**src/btstat_pkg.sv**
```systemverilog
// Shared types, constants and helper functions of the transmission statistic block.
`default_nettype none
package btstat_pkg;

  localparam int ValW  = 16;
  localparam int WgtW  = 24;
  localparam int ProdW = 42;
  localparam int RowW  = 48;
  localparam int BurW  = 64;
  localparam int CmcW  = 40;
  localparam int StatW = 32;
  localparam int RootW = 140;

  localparam logic [ValW-1:0] DenovoMark  = 16'd25600;
  localparam logic [ValW-1:0] OffAllowed  = 16'd25600;
  localparam logic [ValW-1:0] OffDefault  = 16'd25856;

  localparam logic [1:0] CfgTestMode    = 2'd0;
  localparam logic [1:0] CfgSkipMissing = 2'd1;
  localparam logic [1:0] CfgAllowDenovo = 2'd2;

  localparam logic [1:0] TestMother = 2'd1;
  localparam logic [1:0] TestFather = 2'd2;

  typedef struct packed {
    logic [1:0] parent_sel;
    logic       skip_missing;
    logic       allow_denovo;
  } cfg_t;

  typedef struct packed {
    logic [RowW-1:0] ru;
    logic [RowW-1:0] rt;
    logic [RowW-1:0] cb;
    logic [RowW-1:0] cc;
    logic            keep;
    logic            last;
  } row_rec_t;

  typedef struct packed {
    logic full;
    logic empty;
  } q_stat_t;

  typedef enum logic [3:0] {
    S_IDLE, S_BURDEN, S_DIV, S_FRAC, S_ZPREP, S_SQ0, S_SQ1, S_SQ2, S_ROOT, S_ZDONE, S_OUT
  } back_state_e;

  function automatic logic [RowW-1:0] sat_row(input logic [RowW:0] v);
    logic [RowW-1:0] r;
    r = v[RowW-1:0];
    if (v[RowW] != v[RowW-1]) begin
      r = v[RowW] ? {1'b1, {(RowW-1){1'b0}}} : {1'b0, {(RowW-1){1'b1}}};
    end
    return r;
  endfunction

  function automatic logic [BurW-1:0] sat_bur(input logic [BurW:0] v);
    logic [BurW-1:0] r;
    r = v[BurW-1:0];
    if (v[BurW] != v[BurW-1]) begin
      r = v[BurW] ? {1'b1, {(BurW-1){1'b0}}} : {1'b0, {(BurW-1){1'b1}}};
    end
    return r;
  endfunction

  function automatic logic [CmcW-1:0] sat_cmc(input logic [CmcW+1:0] v);
    logic [CmcW-1:0] r;
    r = v[CmcW-1:0];
    if (v[CmcW+1] != v[CmcW] || v[CmcW] != v[CmcW-1]) begin
      r = v[CmcW+1] ? {1'b1, {(CmcW-1){1'b0}}} : {1'b0, {(CmcW-1){1'b1}}};
    end
    return r;
  endfunction

  function automatic logic [RowW-1:0] abs_row(input logic [RowW-1:0] v);
    return v[RowW-1] ? (~v + 1'b1) : v;
  endfunction

endpackage
`default_nettype wire

```
**src/btstat_queue.sv**
```systemverilog
// Two-entry row record queue between front and back.
`default_nettype none
module btstat_queue (
  input  wire logic                 clk_i,
  input  wire logic                 rst_ni,
  input  wire logic                 push_i,
  input  wire btstat_pkg::row_rec_t rec_i,
  input  wire logic                 pop_i,
  output btstat_pkg::row_rec_t      rec_o,
  output btstat_pkg::q_stat_t       stat_o
);
  import btstat_pkg::*;

  row_rec_t   mem_q [2];
  logic       wr_q, rd_q;
  logic [1:0] cnt_q;

  assign rec_o        = mem_q[rd_q];
  assign stat_o.full  = cnt_q == 2'd2;
  assign stat_o.empty = cnt_q == 2'd0;

  always_ff @(posedge clk_i or negedge rst_ni) begin
    if (!rst_ni) begin
      wr_q  <= 1'b0;
      rd_q  <= 1'b0;
      cnt_q <= '0;
    end else begin
      if (push_i) wr_q <= !wr_q;
      if (pop_i)  rd_q <= !rd_q;
      if (push_i && !pop_i)      cnt_q <= cnt_q + 2'd1;
      else if (pop_i && !push_i) cnt_q <= cnt_q - 2'd1;
    end
  end

  always_ff @(posedge clk_i) begin
    if (push_i) mem_q[wr_q] <= rec_i;
  end

endmodule
`default_nettype wire

```
**config.mk**
```make
export PLATFORM = sky130hd
export DESIGN_NAME = btstat_queue
export DESIGN_NICKNAME = d
export VERILOG_FILES = /design/src/btstat_pkg.sv /design/src/btstat_queue.sv
export SDC_FILE = /design/constraint.sdc
export NUM_CORES = 1
export LEC_CHECK = 0
export ABC_AREA = 1
export BUFFER_PORTS_ARGS = -buffer_cell sky130_fd_sc_hd__buf_2
export CAP_MARGIN = 5
export CORE_ASPECT_RATIO = 0.5
export CORE_MARGIN = 2
export CORE_UTILIZATION = 52
export DETAILED_ROUTE_END_ITERATION = 7
export PLACE_DENSITY = 0.79
export SYNTH_ARGS = -nofsm -noshare
export SYNTH_HDL_FRONTEND = slang
export SYNTH_SLANG_ARGS = --single-unit
```
**constraint.sdc**
```tcl
create_clock -name clk_i -period 10.73 [get_ports clk_i]
set_input_delay 1.6095 -clock clk_i [delete_from_list [all_inputs] [get_ports clk_i]]
set_output_delay 1.6095 -clock clk_i [all_outputs]
set_load 0.02 [all_outputs]
```
# ---- Word-level counts from Yosys, hierarchy flattened
# Memories as Yosys holds them, arrays and structs flattened.
# Index checks and enable logic that the tools add are counted.
dict set report op_classes {
  eq_ne 1
  reduce_logical 8
  add_sub_neg 2
  n_mux 4
}
# operator count
set ops {}
lappend ops {{1-bit zero test} 4}
lappend ops {{2-bit two-way mux} 2}
lappend ops {{2-bit by 1-bit adder with 2-bit output, second input constant} 1}
lappend ops {{2-bit equality test, second input constant} 1}
lappend ops {{1-bit logical AND} 2}
lappend ops {{2-bit zero test} 1}
lappend ops {{1-bit two-way mux} 2}
lappend ops {{2-bit nonzero test} 1}
lappend ops {{2-bit by 1-bit subtractor with 2-bit output, second input constant} 1}
dict set report word_totals {
  mem_bits_rw 388
  mem_count 1
  input_bits 198
  register_bits 4
  output_inout_bits 196
}
# name depth width rd rd_clocked_by_memory_dff wr line_no
set mem_list {}
lappend mem_list {mem_q 2 194 1 0 1 btstat_queue.sv:14} ;# row_rec_t mem_q [2];

# ---- Depth between registers and ports, before layout
dict set report depth {
  word_depth 4
  depth_mapped 7
  ltp_nobuf 7
}

# ---- Worst setup path before layout
# OpenSTA, ideal clock, no wires.
dict set report synth_timing {
  kind {input port to flip-flop}
  from {input port push_i}
  to {memory mem_q[0][0] (netlist bit), enable pin}
  arrival_ns 9.757
  cell_stages 2
  required_time_ns 9.973
  setup_time_ns 0.757
  setup_slack_ns 0.217
  path_cell_list {inv_1 > nor2_1}
}
dict set report synth_between {
  elab_chain_cells 2
}
# element line_no
set synth_rtl {}
lappend synth_rtl {{start: declaration} btstat_queue.sv:6} ;# input wire logic push_i,
lappend synth_rtl {{1-bit two-way mux} btstat_queue.sv:36} ;# if (push_i) mem_q[wr_q] <= rec_i;
lappend synth_rtl {{1-bit two-way mux (not written as such)} btstat_queue.sv:36}
lappend synth_rtl {{end: declaration} btstat_queue.sv:14}
# Every way passes these cells.

==> key figures <==
Final layout
  • Leading cell type in the layout, fill and taps excluded: buf_2
  • Commonest cells after routing, fill and taps aside: 393 x buf_2, 388 x edfxtp_1, 150 x mux2_4, 44 x mux2_2, 37 x clkbuf_16
  • Post-layout instance count excluding filler cells: 1463
  • Count of nets after finishing: approximately 1200
  • Synth-to-Final Area Change: 23.1%
  • Fillers: 1949
  • Fraction of final layout cells sized beyond drive strength 1: 60.4%

Yosys
  • Average footprint of a synthesized cell: 23.6 um^2
  • Proportion of synthesized chip area in sequential cells: 79.3%
  • Synthesized net count: just over 800
  • Ranking of synthesized cells by area: edfxtp_1 79%, mux2_4 15%, mux2_2 3.3%, buf_6 1.4%, dfrtp_1 0.68%
  • Summed instance area of the synthesized netlist: 14800 um^2
  • Flip-flop and latch count after synthesis: 392
  • Library cell with the largest summed area after synthesis: edfxtp_1
  • Area share of the largest cell type after synthesis: 78.6%
  • Number of standard cells after synthesis: 629
  • Synthesis warning total: 0
  • Number of different library cells in the post-synthesis netlist: 14

Die
  • Die width: 243 um
  • Cell Rows: 43
  • Initial cell density of the core: around 53%
  • Number of ports placed on the die boundary: slightly below 400
  • Standard cell core area: approximately 28000 um^2
  • Height of the die: 123 um
  • Die ar.: between 20000 and 30000 um^2

Power and ir drop
  • Power share of the combinational group: between 30 and 40%
  • Leak: 7.30 nW
  • Peak VDD IR: 0.180 mV
  • Share of total power consumed by net switching: about a third
  • Total power after layout: 5.10 mW
  • Power per cell area: 279 nW/um^2
  • Relative contribution of sequential cells to total power: 42.3%
  • Clock Power Share: a little under a quarter
  • NetSw: 1.64 mW
  • Internal power consumption: 3.46 mW

Routing
  • Routed WL: roughly 31000 um
  • Detailed-router iteration count before antenna repair: 4
  • WL per Instance: 21.2 um
  • # DRC: 0
  • Remaining number of nets flagged by the antenna check after routing: 0
  • Detail-routed via count per cell: around 5.1
  • Via count: 7430
  • DRC marker count from the first detailed-route iteration: 459

Timing
  • RSZ-0062 raised after global routing: false
  • Worst hold slack: 0.538 ns
  • Setup violation total in the final timing report: 0
  • Period Utilization, post-route: 49.3%
  • Max Freq: 189 MHz
  • Fin. max-slew vios: 0
  • Tightest slew margin relative to the limit: 29.4%
  • Worst Tran Pin Value: 1.06 ns
  • Min Clock Period, post-route: 5.29 ns
  • Clock tree skew after final layout: 0.0111 ns
  • Hold Violations, Final: 0
  • Aggregate negative setup slack: 0 ns

Critical path
  • Cell type of the slowest stage on the worst timing path: dfrtp_4
  • CP cell instances: buf_4, buf_4, mux2_2, buf_2
  • Most used cell, CP: buf_4
  • Startpoint Class: flop
  • Critical path endpoint category: output pin
  • Crit Path Class: flop to output pin
  • Worst path arrival time: 3.69 ns
  • Maximum single-stage delay on the critical path: 0.94 ns
  • Required arrival time at the worst endpoint: 9.12 ns
  • Crit path buf inv count: 3
  • Peak fanout along the critical path: 58
  • Largest delay contributor family on the critical path: buffers and inverters

Clocking
  • Number of buffers added by the clock tree synthesis step: 36
  • CTS H-tree lvls: 2
  • Insertion delay to the later sink of the worst-skew pair: between 0.5 and 0.6 ns
  • CTS-repair resized insts: 0
  • CTS tree: done
  • Number of setup buffers added after CTS: 0
  • Bufs on Longest Clock Path: 3
  • TritonCTS Sinks: 392
  • Clock-pin slew on the worst setup and hold paths: 0.06 ns
  • # hold bufs at CTS: 0
  • Clock tree root buffer cell: clkbuf_16

Status
  • Status: finished, final reports clean

Placement
  • Placer congestion estimate: 0.859
  • Cell count after placement: around 1400
  • Number of port buffers: approximately 390
  • HPWL after detailed placement: 21300 um

Global route
  • Largest net degree at the start of global routing: between 100 and 150
  • Wire length of the first global-routing pass: 43700 um
  • Total routing usage reported by global routing: 19.7%
  • Initial antenna violation count: 9
  • Final global-route overflow total: 0
  • Number of global-route vias before repair: about 7700

Worst hold path
  • Path type of the worst min-delay path: flop to flop

Run
  • Max-cap viol count: 0
==> logic make-up after synthesis <==
logic type / count (synthesis) / synth area share (%)
xor gates and xnor gates: 3 / 0.177
buffers and inverters: 29 / 1.68
and+or+nand+nor: 10 / 0.278
muxes: 194 / 18.5
adders and majority gates: 1 / 0.0844
DFF: 392 / 79.3
==> layer usage <==
metal | global-route usage, % | part of all wire, % | up-vias
met4 | 9.97 | 3.9 | 0
li1 | - | - | 3340
met5 | 0 | 0 | -
met1 | 22.6 | 38 | 3822
met3 | 4.28 | 3.8 | 83
met2 | 35.5 | 54 | 185
==> cell usage after synthesis <==
cell type / number
buf_2: 4
buf_6: 18
dfrtp_1: 4
edfxtp_1: 388
ha_1: 1
inv_1: 7
mux2_2: 44
mux2_4: 150
nand2_1: 5
nand3_1: 1
nand4_1: 1
nor2_1: 3
xnor2_1: 1
xor2_1: 2
==> state kept, by name, indices dropped and copies added, names as in the netlist <==
signal	count
cnt_q	2
mem_q	388
rd_q	1
wr_q	1
==> stage by stage <==
step                area [um^2]  setup WS [ns]  utilization (%)
CTS                       18200           5.36             65.4
global placement          17100           5.96             61.4
floorplan                 14800          0.217                -
detailed placement        17100           5.93             61.4
finish                    18300           5.44             65.5
global route              18300           5.26             65.5
==> tightest hold or removal path: stages, from the launching register on <==
cell	delay [ns]
dfrtp_1	0.38
nand2_1	0.07
nand2_1	0.05
==> worst paths after layout <==
check / start / endpoint / slack [ns] / cells past startpoint
min in group asynchronous: rst_ni / cnt_q[0] / 0.89 / 1
worst max-delay path: rd_q / rec_o[191] / 5.44 / 4
max in group asynchronous: rst_ni / rd_q / 9.70 / 1
worst min register to register: cnt_q[1] / cnt_q[1] / 0.54 / 2
worst min-delay path: cnt_q[1] / cnt_q[1] / 0.54 / 2
worst max register to register: wr_q / mem_q[0][86] / 7.80 / 3
==> layout make-up <==
cell class	count	area (um^2)	area share, %
clock buffers	42	945	5.17
flip-flops and latches	392	11800	64.4
multi-input cells	208	2840	15.5
inverters	7	33.8	0.185
repair buffers	400	2020	11.1
diodes	9	22.5	0.123
clock inverters	23	166	0.912
well taps	382	478	2.62
==> power by group through the flow <==
stage | Combinational (mW) | Sequential [mW] | Clock (mW)
global placement | 1.72 | 2.17 | 0
finish | 1.73 | 2.16 | 1.22
floorplan | 1.32 | 2.19 | 0
global route | 1.81 | 2.18 | 1.31
CTS | 1.75 | 2.16 | 1.24
detailed placement | 1.74 | 2.19 | 0
Power figures use the tool's default switching activity.
